==> src/rtl/lmsaf_pkg.sv <==
// Shared types, constants and sequencer codes for the LMS adaptive FIR unit.
// No dependencies; every other file imports this package.
`default_nettype none

package lmsaf_pkg;

	localparam int TAPS  = 32;
	localparam int IDX_W = $clog2(TAPS);
	localparam int CNT_W = $clog2(TAPS + 1);

	localparam int SMP_W  = 16;               // Q1.15 samples
	localparam int WGT_W  = 32;               // Q2.30 weights
	localparam int STEP_W = 16;               // Q0.16 step size
	localparam int MA_W   = 32;               // multiplier operand a
	localparam int MB_W   = 17;               // multiplier operand b
	localparam int PROD_W = MA_W + MB_W;
	localparam int ACC_W  = PROD_W + IDX_W;
	localparam int Y_SHIFT = 30;              // Q3.45 -> Q1.15
	localparam int D_SHIFT = 16;              // Q2.46 -> Q2.30
	localparam int WSUM_W  = WGT_W + 2;

	localparam logic [STEP_W-1:0] STEP_RESET = 16'd218;
	localparam logic signed [SMP_W-1:0] SMP_MAX = 16'sh7fff;
	localparam logic signed [SMP_W-1:0] SMP_MIN = 16'sh8000;
	localparam logic signed [WGT_W-1:0] WGT_MAX = 32'sh7fff_ffff;
	localparam logic signed [WGT_W-1:0] WGT_MIN = 32'sh8000_0000;

	// configuration port
	localparam int PADDR_W = 3;
	localparam int PDATA_W = 32;
	localparam int REG_IDX_W = PADDR_W - 2;
	localparam logic [REG_IDX_W-1:0] REG_STEP_SIZE = 1'b0;

	typedef logic signed [SMP_W-1:0] smp_t;
	typedef logic signed [WGT_W-1:0] wgt_t;
	typedef logic [STEP_W-1:0] step_t;

	typedef enum logic [2:0] {
		S_IDLE,
		S_DOT,
		S_ROUND,
		S_ERR,
		S_MUE,
		S_LAT,
		S_UPD,
		S_DONE
	} state_t;

	typedef enum logic [1:0] {
		OP_DOT,
		OP_MUE,
		OP_UPD
	} op_sel_t;

	typedef struct packed {
		logic             in_ready;
		logic             issue;
		op_sel_t          op_sel;
		logic             acc_en;
		logic             round_en;
		logic             err_en;
		logic             lat_en;
		logic             wr_en;
		logic             done;
		logic [IDX_W-1:0] ridx;
		logic [IDX_W-1:0] widx;
	} ctl_t;

endpackage

`default_nettype wire

==> src/rtl/lmsaf_mul.sv <==
// Shared signed multiplier with a registered product.
// Depends on lmsaf_pkg.
`default_nettype none

module lmsaf_mul import lmsaf_pkg::*; (
	input  wire                      clk,
	input  wire                      en,
	input  wire logic signed [MA_W-1:0]   a,
	input  wire logic signed [MB_W-1:0]   b,
	output logic signed [PROD_W-1:0] p
);

	logic signed [PROD_W-1:0] p_q;

	always_ff @(posedge clk) begin
		if (en) begin
			p_q <= PROD_W'(a) * PROD_W'(b);
		end
	end

	assign p = p_q;

endmodule

`default_nettype wire

==> config.mk <==
export PLATFORM = sky130hd
export DESIGN_NAME = lmsaf_mul
export DESIGN_NICKNAME = d
export VERILOG_FILES = /design/src/rtl/lmsaf_pkg.sv /design/src/rtl/lmsaf_mul.sv
export SDC_FILE = /design/constraint.sdc
export NUM_CORES = 2
export LEC_CHECK = 0
export BUFFER_PORTS_ARGS = -buffer_cell sky130_fd_sc_hd__buf_2
export CAP_MARGIN = 40
export CORE_ASPECT_RATIO = 0.75
export CORE_MARGIN = 10
export CORE_UTILIZATION = 54
export DETAILED_ROUTE_END_ITERATION = 10
export PLACE_DENSITY = 0.74
export SLEW_MARGIN = 0
export SYNTH_ARGS = -nofsm -noshare
export SYNTH_HDL_FRONTEND = slang
export SYNTH_SLANG_ARGS = --single-unit
==> constraint.sdc <==
create_clock -name clk -period 7.17 [get_ports clk]
set_clock_uncertainty 0.15 [all_clocks]
set_input_delay 0.717 -clock clk [delete_from_list [all_inputs] [get_ports clk]]
set_output_delay 0.717 -clock clk [all_outputs]
set_load 0.02 [all_outputs]
==> flow_summary.ini <==
[grt]
grt_pass1_vias = 16800
grt_use_total = 0.243
grt_max_degree = 50
grt_pass1_wl_um = 88000
antenna_found_initial = 0
grt_overflow = 0

[setup_path]
end_kind = register
arrival_ps = 7090
start_kind = input port
crit_fanout = 3
cp.required_ps = 7210
crit_type = input port to register

[die]
die_y_um = 187
core-area_sq_um = 36900
num_rows = 61
die_area_sq_um = 45300
start_util = 0.543
pin_count = 100
die_w_um = 242

[synthesis]
syn_nets = 2799
syn_area_per_cell_sq_um = 9.49
ys_async_sr_fraction = 0
synth_top_area_cell = fa_1
synth_edf_count = 49
ys_ff_latch = 49
synth_top_area_frac = 0.521
synth_flop_cell = edfxtp_1
synthesis.area_sq_um = 20000
ys_warn_count = 0
netlist_instances = 2112
ys_seq_area_frac = 0.0734
synth.distinct_cells = 55
synth_area_leaders = fa_1, inv_1, and2_1, edfxtp_1, ha_1

[clock_tree]
clockRootBuffer = clkbuf_16
cts_buffer_depth = 2
cts.htree.levels = 2
cts.sinks = 49
clk_pin_slew_worst_paths_ps = 70
cts_buffers = 5
cts_tree = built

[final_layout]
nets = 3019
drive_above_1_share = 0.150
area_delta_synth_final_pct = 15.2
diodes = 0
largest_register_ffs = 49

[sta]
relSlewSlack = 0.485
min_period_ps = 7060
finalHoldViolations = 0
slew_violations = 0
fmaxAchievable_mhz = 142
timing.final.ws_setup_ps = 113
rsz0062_at_grt = yes
setup-violations-final = 0
period_share = 0.984
worstMarginPinSlew_ps = 772

[route]
postRouteAntennaNets = 0
wire_per_inst_um = 18.7
viasPerCell = 5.27
wl_um = 53100
drc = 0
drtIter0Drc = 1068
firstDrtPassIters = 6
vias = 14900

[job]
maxCapViolCount = 0

[outcome]
status = completed

[placed_design]
port_buffers = 99
hpwl_um = 44600
pre_cts_ws_ps = -622
gp_congestion = 0.916

[hold_path]
hold_class = input port to register
[cells by family (layout without fill, tap and decap cells)]
logic type,count (synthesis),after routing,share of synthesized area
xor gates and xnor gates,48,48,0.0210
AOI/OAI and AO/OA,121,121,0.0397
buffers and inverters,620,841,0.116
muxes,1,1,0.000500
adders and majority gates,636,636,0.592
and+or+nand+nor,637,637,0.157
DFF,49,49,0.0734
[final timing paths]
kind | end | startpoint | cells after the start
worst min-delay path | p[0]$_DFFE_PP_ | a[0] | 3
worst max-delay path | p[47]$_DFFE_PP_ | b[9] | 23
[metrics by stage]
stage | hold slack (ps) | util | cells | setup TNS (ps) | area [sq um]
5_1_grt | 796 | 0.626 | 2837 | -151 | 23100
6_report | 791 | 0.626 | 2837 | 0 | 23100
4_1_cts | 773 | 0.616 | 2834 | 0 | 22700
3_5_place_dp | 1010 | 0.610 | 2826 | -5410 | 22500
2_1_floorplan | 679 | - | 2112 | 0 | 20000
3_3_place_gp | 1020 | 0.610 | 2826 | -4290 | 22500
[area by class of cell]
class,count,area [sq um]
repair buffers,297,2340
well taps,504,631
inverters,536,2010
flip-flops and latches,49,1470
clock buffers,5,125
multi-input cells,1443,16500
clock inverters,3,12.5
fillers,2999,13800
[timing repair]
action | in CTS | in global routing
cloned | 0 | 1
endpoints found under the setup margin | 9 | 13
setup buffers | 0 | 2
pin swaps | 8 | 30
resized for setup | 14 | 90
hold buffers | 0 | 0
[synthesized netlist by cell type (all sizes together), types with 20 or more instances]
library cell and count:
ha 115, fa 521, nor2 46, nand2 298, o21ai 20, a21oi 40
clkbuf 84, inv 536, and2 239, xnor2 33, edfxtp 49, a21o 22
[worst max-delay path, stage by stage]
cell and delay [ps]:
buf_2 140, buf_4 160, nand2_1 90, fa_1 510, inv_1 70, fa_1 500, fa_1 530, fa_1 510
fa_1 490, inv_1 50, fa_1 470, inv_1 70, ha_4 270, and2_4 130, nand3_2 80, or2_4 280
or4_4 420, a211o_4 370, a311oi_4 300, o221a_4 270, o21ai_2 90, or4b_1 470, nand3_1 90
[routing by layer]
layer  global-route usage  routed length, um
met1                0.334              22400
met2                0.382              24300
met3               0.0641               5340
met4               0.0507               1060
met5                    0                  0
[cell usage in the layout (no fill, tap or decap), types with 15 or more instances in the layout]
master    Yosys  final
nand2_1     298    297
ha_1        115    105
a21o_1       22     22
edfxtp_1     49     49
xor2_1       15     15
buf_12        0     16
a21oi_1      40     36
nor2_1       46     45
and2_1      238    236
inv_1       536    533
buf_4         0    174
fa_1        521    509
xnor2_1      33     33
buf_6         0     17
o21ai_0      19     16
buf_2         0     79
Power is left out: the tool's default activity adds up to more than one toggle a clock period on the data nets, which glitch-free logic cannot reach.
