**src/rtl/lmsaf_pkg.sv**
```systemverilog
// Shared types, constants and sequencer codes for the LMS adaptive FIR unit.
// No dependencies; every other file imports this package.
`default_nettype none

package lmsaf_pkg;

	localparam int TAPS  = 32;
	localparam int IDX_W = $clog2(TAPS);
	localparam int CNT_W = $clog2(TAPS + 1);

	localparam int SMP_W  = 16;               // Q1.15 samples
	localparam int WGT_W  = 32;               // Q2.30 weights
	localparam int STEP_W = 16;               // Q0.16 step size
	localparam int MA_W   = 32;               // multiplier operand a
	localparam int MB_W   = 17;               // multiplier operand b
	localparam int PROD_W = MA_W + MB_W;
	localparam int ACC_W  = PROD_W + IDX_W;
	localparam int Y_SHIFT = 30;              // Q3.45 -> Q1.15
	localparam int D_SHIFT = 16;              // Q2.46 -> Q2.30
	localparam int WSUM_W  = WGT_W + 2;

	localparam logic [STEP_W-1:0] STEP_RESET = 16'd218;
	localparam logic signed [SMP_W-1:0] SMP_MAX = 16'sh7fff;
	localparam logic signed [SMP_W-1:0] SMP_MIN = 16'sh8000;
	localparam logic signed [WGT_W-1:0] WGT_MAX = 32'sh7fff_ffff;
	localparam logic signed [WGT_W-1:0] WGT_MIN = 32'sh8000_0000;

	// configuration port
	localparam int PADDR_W = 3;
	localparam int PDATA_W = 32;
	localparam int REG_IDX_W = PADDR_W - 2;
	localparam logic [REG_IDX_W-1:0] REG_STEP_SIZE = 1'b0;

	typedef logic signed [SMP_W-1:0] smp_t;
	typedef logic signed [WGT_W-1:0] wgt_t;
	typedef logic [STEP_W-1:0] step_t;

	typedef enum logic [2:0] {
		S_IDLE,
		S_DOT,
		S_ROUND,
		S_ERR,
		S_MUE,
		S_LAT,
		S_UPD,
		S_DONE
	} state_t;

	typedef enum logic [1:0] {
		OP_DOT,
		OP_MUE,
		OP_UPD
	} op_sel_t;

	typedef struct packed {
		logic             in_ready;
		logic             issue;
		op_sel_t          op_sel;
		logic             acc_en;
		logic             round_en;
		logic             err_en;
		logic             lat_en;
		logic             wr_en;
		logic             done;
		logic [IDX_W-1:0] ridx;
		logic [IDX_W-1:0] widx;
	} ctl_t;

endpackage

`default_nettype wire

```
**src/rtl/lmsaf_apb.sv**
```systemverilog
// APB-style configuration register file: holds the step size.
// Depends on lmsaf_pkg.
`default_nettype none

module lmsaf_apb import lmsaf_pkg::*; (
	input  wire                clk,
	input  wire                arst_n,
	input  wire                psel,
	input  wire                penable,
	input  wire                pwrite,
	input  wire [PADDR_W-1:0]  paddr,
	input  wire [PDATA_W-1:0]  pwdata,
	output logic [PDATA_W-1:0] prdata,
	output logic               pready,
	output step_t              step_size
);

	step_t step_q;
	logic [REG_IDX_W-1:0] reg_idx;

	assign reg_idx = paddr[PADDR_W-1:2];
	assign pready  = 1'b1;

	always_ff @(posedge clk or negedge arst_n) begin
		if (!arst_n) begin
			step_q <= STEP_RESET;
		end else if (psel && penable && pwrite && reg_idx == REG_STEP_SIZE) begin
			step_q <= pwdata[STEP_W-1:0];
		end
	end

	always_comb begin
		prdata = '0;
		if (reg_idx == REG_STEP_SIZE) begin
			prdata = {{(PDATA_W-STEP_W){1'b0}}, step_q};
		end
	end

	assign step_size = step_q;

endmodule

`default_nettype wire

```
**config.mk**
```make
export PLATFORM = sky130hd
export DESIGN_NAME = lmsaf_apb
export DESIGN_NICKNAME = d
export VERILOG_FILES = /design/src/rtl/lmsaf_pkg.sv /design/src/rtl/lmsaf_apb.sv
export SDC_FILE = /design/constraint.sdc
export NUM_CORES = 1
export LEC_CHECK = 0
export BUFFER_PORTS_ARGS = -buffer_cell sky130_fd_sc_hd__buf_2
export CAP_MARGIN = 30
export CORE_UTILIZATION = 38
export CTS_CLUSTER_DIAMETER = 80
export DETAILED_ROUTE_END_ITERATION = 10
export GPL_TIMING_DRIVEN = 0
export PLACE_DENSITY_LB_ADDON = 0.3
export SETUP_SLACK_MARGIN = 0.3
export SLEW_MARGIN = 20
export SYNTH_ARGS = -nofsm -noshare
export SYNTH_HDL_FRONTEND = slang
export SYNTH_SLANG_ARGS = --single-unit
```
**constraint.sdc**
```tcl
create_clock -name clk -period 2.1 [get_ports clk]
set_clock_uncertainty 0.15 [all_clocks]
set_input_delay 0.42 -clock clk [delete_from_list [all_inputs] [get_ports clk]]
set_output_delay 0.42 -clock clk [all_outputs]
set_load 0.03 [all_outputs]
```
==> metrics.md <==
| Metric | Value |
|---|---|
| Global-route wire length before repair | `2.77 mm` |
| Mean Syn Cell Area | `roughly 13 µm²` |
| Die Width | `slightly above 50 µm` |
| PD cells | `slightly above 900 nW/µm²` |
| Clock slew at reported path FFs | `roughly 90 ps` |
| CP max FO | `3` |
| Post-Syn Instances | `70` |
| Number of CTS-inserted buffers | `3` |
| Die outline height | `between 50 and 60 µm` |
| Input/output buffers | `53` |
| Slowest cell on the critical path | `dfstp_2` |
| Post-CTS setup buffer count | `0` |
| Finish-stage setup viols | `0` |
| Synth top area share | `0.304` |
| Minimum clock period | `1740 ps` |
| Post-DP HPWL | `roughly 1.4 mm` |
| TritonCTS clock tree | `built` |
| Run status | `complete, no violations` |
| Setup crit end kind | `output port` |
| Peak supply drop | `between 0.4 and 0.5 mV` |
| Area of the multi-input gates | `approximately 410 µm²` |
| FF/Latch Area | `407 µm²` |
| Later-pin clock latency in the skew report | `280 ps` |
| Largest net degree at the start of global routing | `17` |
| Yosys warnings | `0` |
| Initial core utilization | `0.406` |
| Core ar. | `approximately 2200 µm²` |
| Cell variety after synth | `11` |
| Via density | `4.03` |
| Largest register FFs | `16` |
| Final #Nets | `184` |
| Final hold vios | `0` |
| GR Util All Layers | `0.148` |
| Cells along the critical path | `nor2b_1 > buf_2` |
| Vias in the first global route | `about 640` |
| Initial drt markers | `5` |
| Tcrit/Tclk final | `0.826` |
| Worst Hold Class | `input pin to flip-flop` |
| Area delta synth->final | `44.6%` |
| Synthesized cell area | `906 µm²` |
| WP data arrival | `1170 ps` |
| Critical path's top delay family | `flip-flops` |
| Buffers & Inverters on Critical Path | `1` |
| Residual DRC | `0` |
| Final WL | `approximately 1.8 mm` |
| # fillers | `approximately 210` |
| Drt wl/cell | `about 11 µm` |
| # rows | `17` |
| Pre-CTS setup slack | `about 230 ps` |
| MaxCap Viol Count | `0` |
| Critical Path Start Type | `flip-flop` |
| GRT Residual Overflow | `0` |
| H-tree levels | `1` |
| Initial antenna violation count | `0` |
| Synth area leaders | `dfrtp_1, mux2_4, dfstp_2` |
| Final WS setup | `~360 ps` |
| R2R Setup Slk | `between 1000 and 1500 ps` |
| Max-slew violation count | `0` |
| CTS sink cnt | `16` |
| Cell taking the most area after synthesis | `dfrtp_1` |
| Clk buf depth | `2` |
| Diodes inserted | `0` |
| Max stage delay on crit path | `between 500 and 600 ps` |
| Clock root cell | `clkbuf_4` |
| Die area | `~2600 µm²` |
| Fin Setup TNS | `0 ps` |
| #FFs+latches synth | `16` |
| RSZ-0062 raised after global routing | `no` |
| Share of cells above drive strength 1 | `0.685` |
| Final ANT Viol Nets | `0` |
| Peak Freq | `576 MHz` |
| Detailed-route via count | `a little under 700` |
| Leak pwr | `between 0.7 and 0.8 nW` |
| CP required | `1530 ps` |
| Drt first pass iters | `3` |
| GPL Wtd Cong | `~0.65` |
| # IOs | `89` |
| Sequential area share after synthesis | `0.449` |
| CP Class | `flip-flop to output port` |
logic make-up (layout without fill, tap and decap cells):
logic type / count (synthesis) / count (layout) / share of synthesized area
mux: 16 / 16 / 0.240
other cells: 2 / 17 / 0.00829
flops: 16 / 16 / 0.449
buf+inv: 19 / 77 / 0.157
simple gates: 17 / 17 / 0.145
synthesized netlist by cell type:
cell type and number:
conb_1 2, nor2b_1 10, dfrtp_1 11, clkbuf_1 1, mux2_4 10, and2b_1 6
buf_6 1, dfstp_2 5, buf_4 17, nand4b_4 1, mux2_2 6
layout make-up:
class                           instances  share of cell area
Buffer                                 19               0.110
Clock buffer                            4              0.0277
Multi-Input combinational cell         50               0.315
Sequential cell                        16               0.310
Tap cell                               28              0.0267
Timing Repair Buffer                   54               0.210
stage by stage:
| stage | utilization | hold slack [ps] | power (W) | cells | cell area, µm² |
|---|---|---|---|---|---|
| 2_1_floorplan | - | -25.6 | 0.000858 | 85 | 962 |
| 3_3_place_gp | 0.565 | 194 | 0.000999 | 166 | 1260 |
| 3_5_place_dp | 0.565 | 203 | 0.00101 | 166 | 1260 |
| 4_1_cts | 0.587 | 202 | 0.00122 | 171 | 1310 |
| 5_1_grt | 0.587 | 188 | 0.00127 | 171 | 1310 |
| 6_report | 0.587 | 212 | 0.00121 | 171 | 1310 |
per-layer routing:
metal	vias up	GRT usage	wire length (µm)
met5	-	0	0
met4	0	0.0833	13
met3	2	0.0268	135
met2	41	0.256	934
met1	306	0.171	752
li1	340	-	-
placed cells by master, fill, tap and decap left out, drive strengths merged:
cell type | Yosys | routed
and2b | 6 | 6
buf | 18 | 71
clkbuf | 1 | 5
conb | 2 | 17
dfrtp | 11 | 11
dfstp | 5 | 5
dlygate4sd3 | 0 | 1
mux2 | 16 | 16
nand4b | 1 | 1
nor2b | 10 | 10
repair_timing:
item	CTS	global route
gates resized for setup	1	0
setup endpoints to repair	10	0
hold endpoints to repair	11	0
hold buffers	1	0
where the power goes:
part	internal [W]	switching, W
logic	0.000212	0.000356
clock network	0.000105	0.0000952
registers	0.000392	0.0000466
worst paths after layout:
kind	startpoint	to	cells past startpoint
min in group asynchronous	arst_n	step_size[14]	2
worst min register to register	step_size[11]	step_size[11]	1
worst max register to register	step_size[0]	step_size[0]	1
worst min-delay path	pwdata[8]	step_size[8]	2
worst max-delay path	step_size[4]	prdata[4]	2
max in group asynchronous	arst_n	step_size[3]	2
No activity file was read; power rests on OpenSTA's default activity.
