[config.mk]
export PLATFORM = sky130hd
export DESIGN_NAME = lmsaf_seq
export DESIGN_NICKNAME = d
export VERILOG_FILES = /design/src/rtl/lmsaf_pkg.sv /design/src/rtl/lmsaf_seq.sv
export SDC_FILE = /design/constraint.sdc
export NUM_CORES = 1
export LEC_CHECK = 0
export BUFFER_PORTS_ARGS = -buffer_cell sky130_fd_sc_hd__buf_4
export CORE_MARGIN = 3
export CORE_UTILIZATION = 44
export CTS_CLUSTER_SIZE = 8
export DETAILED_ROUTE_END_ITERATION = 10
export PLACE_DENSITY = 0.68
export SLEW_MARGIN = 20
export SYNTH_ARGS = -nofsm -noshare
export SYNTH_HDL_FRONTEND = slang
export SYNTH_SLANG_ARGS = --single-unit
[constraint.sdc]
create_clock -name clk -period 3.5 [get_ports clk]
set_clock_uncertainty 0.15 [all_clocks]
set_input_delay 0.525 -clock clk [delete_from_list [all_inputs] [get_ports clk]]
set_output_delay 0.525 -clock clk [all_outputs]
set_load 0.01 [all_outputs]
[src/rtl/lmsaf_pkg.sv]
// Shared types, constants and sequencer codes for the LMS adaptive FIR unit.
// No dependencies; every other file imports this package.
`default_nettype none

package lmsaf_pkg;

	localparam int TAPS  = 32;
	localparam int IDX_W = $clog2(TAPS);
	localparam int CNT_W = $clog2(TAPS + 1);

	localparam int SMP_W  = 16;               // Q1.15 samples
	localparam int WGT_W  = 32;               // Q2.30 weights
	localparam int STEP_W = 16;               // Q0.16 step size
	localparam int MA_W   = 32;               // multiplier operand a
	localparam int MB_W   = 17;               // multiplier operand b
	localparam int PROD_W = MA_W + MB_W;
	localparam int ACC_W  = PROD_W + IDX_W;
	localparam int Y_SHIFT = 30;              // Q3.45 -> Q1.15
	localparam int D_SHIFT = 16;              // Q2.46 -> Q2.30
	localparam int WSUM_W  = WGT_W + 2;

	localparam logic [STEP_W-1:0] STEP_RESET = 16'd218;
	localparam logic signed [SMP_W-1:0] SMP_MAX = 16'sh7fff;
	localparam logic signed [SMP_W-1:0] SMP_MIN = 16'sh8000;
	localparam logic signed [WGT_W-1:0] WGT_MAX = 32'sh7fff_ffff;
	localparam logic signed [WGT_W-1:0] WGT_MIN = 32'sh8000_0000;

	// configuration port
	localparam int PADDR_W = 3;
	localparam int PDATA_W = 32;
	localparam int REG_IDX_W = PADDR_W - 2;
	localparam logic [REG_IDX_W-1:0] REG_STEP_SIZE = 1'b0;

	typedef logic signed [SMP_W-1:0] smp_t;
	typedef logic signed [WGT_W-1:0] wgt_t;
	typedef logic [STEP_W-1:0] step_t;

	typedef enum logic [2:0] {
		S_IDLE,
		S_DOT,
		S_ROUND,
		S_ERR,
		S_MUE,
		S_LAT,
		S_UPD,
		S_DONE
	} state_t;

	typedef enum logic [1:0] {
		OP_DOT,
		OP_MUE,
		OP_UPD
	} op_sel_t;

	typedef struct packed {
		logic             in_ready;
		logic             issue;
		op_sel_t          op_sel;
		logic             acc_en;
		logic             round_en;
		logic             err_en;
		logic             lat_en;
		logic             wr_en;
		logic             done;
		logic [IDX_W-1:0] ridx;
		logic [IDX_W-1:0] widx;
	} ctl_t;

endpackage

`default_nettype wire

[src/rtl/lmsaf_seq.sv]
// Sequencer: dot-product pass, rounding, step-times-error, weight-update pass.
// Depends on lmsaf_pkg; drives the datapath through a ctl_t bundle.
`default_nettype none

module lmsaf_seq import lmsaf_pkg::*; (
	input  wire  clk,
	input  wire  arst_n,
	input  wire  in_fire,
	input  wire  out_free,
	output ctl_t ctl
);

	state_t state_q, state_d;
	logic [CNT_W-1:0] cnt_q, cnt_d;
	logic [CNT_W-1:0] cnt_m1;

	assign cnt_m1 = cnt_q - CNT_W'(1);

	always_ff @(posedge clk or negedge arst_n) begin
		if (!arst_n) begin
			state_q <= S_IDLE;
			cnt_q   <= '0;
		end else begin
			state_q <= state_d;
			cnt_q   <= cnt_d;
		end
	end

	always_comb begin
		state_d = state_q;
		cnt_d   = cnt_q;
		case (state_q)
			S_IDLE: begin
				cnt_d = '0;
				if (in_fire) begin
					state_d = S_DOT;
				end
			end
			S_DOT: begin
				if (cnt_q == CNT_W'(TAPS)) begin
					cnt_d   = '0;
					state_d = S_ROUND;
				end else begin
					cnt_d = cnt_q + CNT_W'(1);
				end
			end
			S_ROUND: state_d = S_ERR;
			S_ERR:   state_d = S_MUE;
			S_MUE:   state_d = S_LAT;
			S_LAT:   state_d = S_UPD;
			S_UPD: begin
				if (cnt_q == CNT_W'(TAPS)) begin
					cnt_d   = '0;
					state_d = S_DONE;
				end else begin
					cnt_d = cnt_q + CNT_W'(1);
				end
			end
			S_DONE: begin
				if (out_free) begin
					state_d = S_IDLE;
				end
			end
			default: begin
				state_d = S_IDLE;
				cnt_d   = '0;
			end
		endcase
	end

	// product of tap k is issued at count k and consumed in the next cycle, from the multiplier register
	always_comb begin
		ctl          = '0;
		ctl.op_sel   = OP_DOT;
		ctl.ridx     = cnt_q[IDX_W-1:0];
		ctl.widx     = cnt_m1[IDX_W-1:0];
		case (state_q)
			S_IDLE: ctl.in_ready = 1'b1;
			S_DOT: begin
				ctl.issue  = (cnt_q != CNT_W'(TAPS));
				ctl.acc_en = (cnt_q != '0);
			end
			S_ROUND: ctl.round_en = 1'b1;
			S_ERR:   ctl.err_en = 1'b1;
			S_MUE: begin
				ctl.issue  = 1'b1;
				ctl.op_sel = OP_MUE;
			end
			S_LAT: ctl.lat_en = 1'b1;
			S_UPD: begin
				ctl.op_sel = OP_UPD;
				ctl.issue  = (cnt_q != CNT_W'(TAPS));
				ctl.wr_en  = (cnt_q != '0);
			end
			S_DONE: ctl.done = 1'b1;
			default: ctl.in_ready = 1'b0;
		endcase
	end

endmodule

`default_nettype wire

==> impl_metrics.toml, run 1 <==
[synthesis]
async_flop_share = 1.00
yosys_most_used_dff = "dfrtp_1"
synth.distinct_cells = 31
ys_seq_area_frac = 0.310
syn_nets = 96
netlist_area_um2 = 727
netlist_instances = 89
yosysWarnings = 0
avgSynthCellArea_um2 = 8.17
synth_edf_count = 0
ys_ff_latch = 9

[global_route]
use_met3 = 0.0625
first_global_vias = 584
grt_max_degree = 19
globalRouteOverflowTotal = 0
antenna_found_initial = 0
grt.total_usage = 0.177
grtUsageMet2 = 0.286
grt_busiest_layer = "met2"
grtUsageMet1 = 0.205
grt_first_pass_wirelength_mm = 2.67

[finish]
nFillCells = 157
multiInputGateArea_um2 = 424
n_antenna_cell = 0
fin_cells = 123
layout-drive-gt1-share = 0.271
seq_area_um2 = 225
nets = 115
fin_area_um2 = 897
syn_to_final_growth_pct = 23.4

[sta]
layout_min_cycle_time_ns = 2.43
finalHoldViolCount = 0
fmaxAchievable_mhz = 411
period_share = 0.695
rsz0062_at_grt = "false"
tns_ns = 0
maxSlewHeadroom = 0.697
setup_viol = 0
finalMaxSlewViolations = 0
worstMarginPinSlew_ns = 0.454

[pwr]
p_seq_frac = 0.288
pwr-share-clk = 0.092
p_sw_mw = 0.415
ir_drop_uv = 619
p_sw_frac = 0.476
internal-power_mw = 0.456
powerDensity_nw_per_um2 = 971
p_leak_nw = 0.434
combPwrFrac = 0.619

[floorplanning]
io-pin-count = 24
rows = 14
dieArea_um2 = 2180
coreArea_um2 = 1520
start_util = 0.477
die-height_um = 46.6
chipWidth_um = 46.6

[setup_path]
cp.required_ns = 2.82
r2r_slack_ns = 1.71
worstSetupPathType = "reg -> out"
path_max_fanout = 8
worstPathArrival_ns = 1.76
critPathLaunchType = "flop"
critPathCaptureType = "output port"

[placement]
dpl.hpwl_mm = 1.26
dpl_cell_area_um2 = 861
io_buffers = 23
gp_congestion = 0.759
post-place-cells = 118

[drt]
route.detailed.drc = 0
avgRoutedWirePerCell_um = 13.8
vias = 699
antenna_left = 0
postRouteWirelength_mm = 1.69
routed_via_density = 5.68
firstDrtPassIters = 4
drtIter0Drc = 19

[clock_tree]
numCtsBuffers = 3
cts_tree = "done"
max-clock-path-buffers = 2
cts.reportedPaths.clkPinSlew_ns = 0.06
clock-sinks = 9
cts_root_buf = "clkbuf_4"
clk_latency_ns = 0.26
cts_setup_buffers = 0
cts_htree_levels = 1
ctsHoldBuffers = 1
cts_resized = 0

[hold_path]
hp-class = "in -> reg"

[flow_run]
max-cap-violations = 0

[run_status]
status = "complete, no violations"
==> cell usage after synthesis (3+ instances only) <==
cell      instances  area, um^2
nand2b_1          3        18.8
a31oi_1           4        25.0
nor3_1            4        20.0
dfrtp_1           9         225
a41oi_1           4        35.0
a21oi_1           3        15.0
ha_1              3        37.5
buf_4             5        37.5
nand2_1           7        26.3
nor2_1            8        30.0
o21ai_0           6        30.0
inv_1             5        18.8
clkbuf_1          3        11.3
==> flip-flops by register name, summed over array words and instances, names as in the netlist <==
| name | count |
|---|---|
| state_q | 3 |
| cnt_q | 6 |
==> worst paths after layout <==
check | from | end | cells past startpoint
max in group asynchronous | arst_n | state_q[1] | 2
min in group asynchronous | arst_n | cnt_q[0] | 2
worst max register to register | state_q[0] | cnt_q[4] | 4
worst min register to register | cnt_q[5] | cnt_q[5] | 1
worst min-delay path | out_free | state_q[2] | 4
worst max-delay path | cnt_q[0] | ctl[18] | 6
==> worst max-delay path, stage by stage, from the launching register on <==
cell and delay, ns:
dfrtp_1 0.46, inv_1 0.13, ha_1 0.16, nor4b_4 0.26
and2_1 0.23, o22ai_1 0.10, buf_4 0.14
==> cell families (layout without fill, tap and decap cells) <==
kind of cell / after synthesis / count (layout) / synth area share
and+or+nand+nor: 33 / 33 / 0.253
AOI/OAI and AO/OA: 26 / 26 / 0.243
buffers and inverters: 15 / 33 / 0.107
DFF: 9 / 9 / 0.310
adders and majority gates: 3 / 3 / 0.0516
xor gates and xnor gates: 3 / 3 / 0.0362
==> routing by layer <==
metal  vias to the layer above  routed length (um)
li1                        351                   -
met1                       321                 730
met2                        23                 812
met3                         4                 125
met4                         0                  25
met5                         -                   0
==> metrics by stage <==
| step | util | hold slack, ns | setup slack, ns | power (mW) |
|---|---|---|---|---|
| 6_report | 0.589 | 0.401 | 1.07 | 0.871 |
| 5_1_grt | 0.589 | 0.418 | 0.933 | 0.955 |
| 4_1_cts | 0.589 | 0.401 | 1.04 | 0.879 |
| 3_5_place_dp | 0.565 | 0.202 | 1.34 | 0.794 |
| 3_3_place_gp | 0.565 | 0.204 | 1.43 | 0.790 |
| 2_1_floorplan | - | 0.0794 | 1.51 | 0.594 |
==> power by group through the flow <==
stage / clock (mW) / sequential (mW) / combinational, mW
2_1_floorplan: 0 / 0.179 / 0.414
3_3_place_gp: 0 / 0.250 / 0.539
3_5_place_dp: 0 / 0.250 / 0.544
4_1_cts: 0.0839 / 0.248 / 0.547
5_1_grt: 0.0898 / 0.264 / 0.601
6_report: 0.0803 / 0.251 / 0.540
==> cell type report <==
cell class / instances / area share
sequential: 9 / 0.251
tap: 16 / 0.0223
timing repair buffer: 24 / 0.204
inverter: 5 / 0.0209
multi-input combinational: 65 / 0.473
clock buffer: 4 / 0.0293
==> placed cells by master, fill, tap and decap left out, types with 2 or more instances in the layout <==
| cell | count |
|---|---|
| a21oi_1 | 3 |
| a31oi_1 | 4 |
| a41oi_1 | 4 |
| and3_1 | 2 |
| buf_4 | 23 |
| clkbuf_4 | 3 |
| dfrtp_1 | 9 |
| ha_1 | 3 |
| inv_1 | 5 |
| nand2_1 | 7 |
| nand2b_1 | 3 |
| nand3_1 | 2 |
| nor2_1 | 8 |
| nor3_1 | 4 |
| nor3b_1 | 2 |
| o21ai_0 | 6 |
| o22ai_1 | 2 |
| o2bb2ai_1 | 2 |
| xor2_1 | 2 |
Note: power is estimated with default switching activity, not from simulation.
==> run 2, diff against run 1 <==
--- a/config.mk
+++ b/config.mk
@@ -10,7 +10,7 @@
 export CORE_UTILIZATION = 44
 export CTS_CLUSTER_SIZE = 8
 export DETAILED_ROUTE_END_ITERATION = 10
-export PLACE_DENSITY = 0.68
+export PLACE_DENSITY = 0.71
 export SLEW_MARGIN = 20
 export SYNTH_ARGS = -nofsm -noshare
 export SYNTH_HDL_FRONTEND = slang
==> constraint.sdc (replaced) <==
create_clock -name clk -period 2.06 [get_ports clk]
set_clock_uncertainty 0.15 [all_clocks]
set_input_delay 0.309 -clock clk [delete_from_list [all_inputs] [get_ports clk]]
set_output_delay 0.309 -clock clk [all_outputs]
set_load 0.01 [all_outputs]
==> impl_metrics.toml, run 2 (same netlist as run 1, synthesis figures left out) <==
[global_route]
first_global_vias = 707
grt.total_usage = 0.197
grt_first_pass_wirelength_mm = 2.99
grt_max_degree = 17
globalRouteOverflowTotal = 0
antenna_found_initial = 0

[drt]
avgRoutedWirePerCell_um = 14.3
vias = 760
met1_length_um = 751
wl_met2_um = 972
firstDrtPassIters = 4
maxUsedRoutingLayer = "met4"
route.detailed.drc = 0
drtIter0Drc = 20
routed_via_density = 5.76
met3WireLength_um = 133
postRouteWirelength_mm = 1.89
antenna_left = 0

[finish]
largest_reg_flops = 6
final_util = 0.656
fin_area_um2 = 1000
n_antenna_cell = 0
regMostFlops = "cnt_q"
layout_commonest_cell = "buf_4"
syn_to_final_growth_pct = 37.5
nets = 124
layout_common_cells = "32 x buf_4, 8 x nor2_1, 8 x dfrtp_1, 7 x nand2_1, 6 x o21ai_0"
layout-drive-gt1-share = 0.397
reg_top3 = "cnt_q (6), state_q (3)"
nFillCells = 133

[clock_tree]
cts.reportedPaths.clkPinSlew_ns = 0.07
max-clock-path-buffers = 2
numCtsBuffers = 3
clock-sinks = 9
cts_root_buf = "clkbuf_4"
clk_latency_ns = 0.26
cts_tree = "done"
cts_htree_levels = 1

[pwr]
finalPower_mw = 1.65
powerDensity_nw_per_um2 = 1650
p_leak_nw = 0.484
ir_drop_uv = 908

[sta]
layout_min_cycle_time_ns = 2.05
finalHoldViolCount = 0
worstMarginPinSlew_ns = 0.332
maxSlewHeadroom = 0.778
fmaxAchievable_mhz = 487
setup_viol = 0
rsz0062_at_grt = "true"
finalMaxSlewViolations = 0
period_share = 0.996
tns_ns = 0
setup_ws_ns = 0.00848

[setup_path]
worstSetupPathType = "reg -> out"
path_max_fanout = 5
worstPathArrival_ns = 1.59
critical-path-slowest-cell = "dfrtp_2"
max_stage_delay_ns = 0.41
worstPathCellList = "inv_2 -> ha_4 -> nor4b_4 -> and2_4 -> o22ai_2 -> buf_4"
cp.required_ns = 1.60
critPathLaunchType = "flop"
critPathCaptureType = "output port"

[flow_run]
max-cap-violations = 0

[floorplanning]
rows = 14
die-height_um = 46.6
io-pin-count = 24
dieArea_um2 = 2180
chipWidth_um = 46.6
start_util = 0.477
coreArea_um2 = 1520

[run_status]
status = "complete, no violations"

[placement]
gp_congestion = 0.819
io_buffers = 23
dpl.hpwl_mm = 1.36
dpl_cell_area_um2 = 898
post-place-ws_ns = 0.151

[hold_path]
hp-class = "in -> reg"
[run 2: layer usage]
metal / global-route usage / vias up
met5: 0 / -
met4: 0.116 / 0
met3: 0.0156 / 4
met2: 0.349 / 32
met1: 0.227 / 356
li1: - / 368
[run 2: worst max-delay path: cells and delay by family (launching register included)]
| family | cells | cell delay, ns |
|---|---|---|
| AO/OA/AOI/OAI | 1 | 0.08 |
| adder cells (fa/ha/maj) | 1 | 0.12 |
| buffers and inverters | 2 | 0.23 |
| flip-flops | 1 | 0.41 |
| AND/OR/NAND/NOR | 2 | 0.50 |
[run 2: final cells by class]
class | count | area, um^2 | area share
Multi-Input combinational cell | 65 | 458 | 0.458
Inverter | 5 | 18.8 | 0.0188
Clock buffer | 4 | 26.3 | 0.0263
Sequential cell | 9 | 226 | 0.227
Timing Repair Buffer | 33 | 250 | 0.250
Tap cell | 16 | 20.0 | 0.0200
[run 2: timing repair]
item                                   in CTS  in global routing
endpoints found under the hold margin       9                  0
setup buffers                               3                  1
resized for setup                           7                  3
hold buffers                                1                  0
pin swaps                                   2                  3
setup endpoints to repair                   3                  3
[run 2: power breakdown]
part	internal, mW	switching [mW]
clock	0.0747	0.0643
sequential	0.243	0.0660
combinational	0.572	0.628
[run 2: worst paths after layout]
kind                            slack [ns]     start  depth (start not counted)         end
worst max-delay path                 0.008  cnt_q[1]                          6     ctl[18]
worst min-delay path                  0.19   in_fire                          3  state_q[0]
worst max register to register        0.35  cnt_q[1]                          8  state_q[0]
worst min register to register        0.47  cnt_q[0]                          2    cnt_q[0]
max in group asynchronous             1.35    arst_n                          2    cnt_q[1]
min in group asynchronous             0.25    arst_n                          2    cnt_q[2]
[run 2: metrics by stage]
| step | hold slack [ns] | instances |
|---|---|---|
| 2_1_floorplan | -0.137 | 89 |
| 3_3_place_gp | -0.00847 | 123 |
| 3_5_place_dp | -0.00829 | 123 |
| 4_1_cts | 0.178 | 131 |
| 5_1_grt | 0.203 | 132 |
| 6_report | 0.187 | 132 |
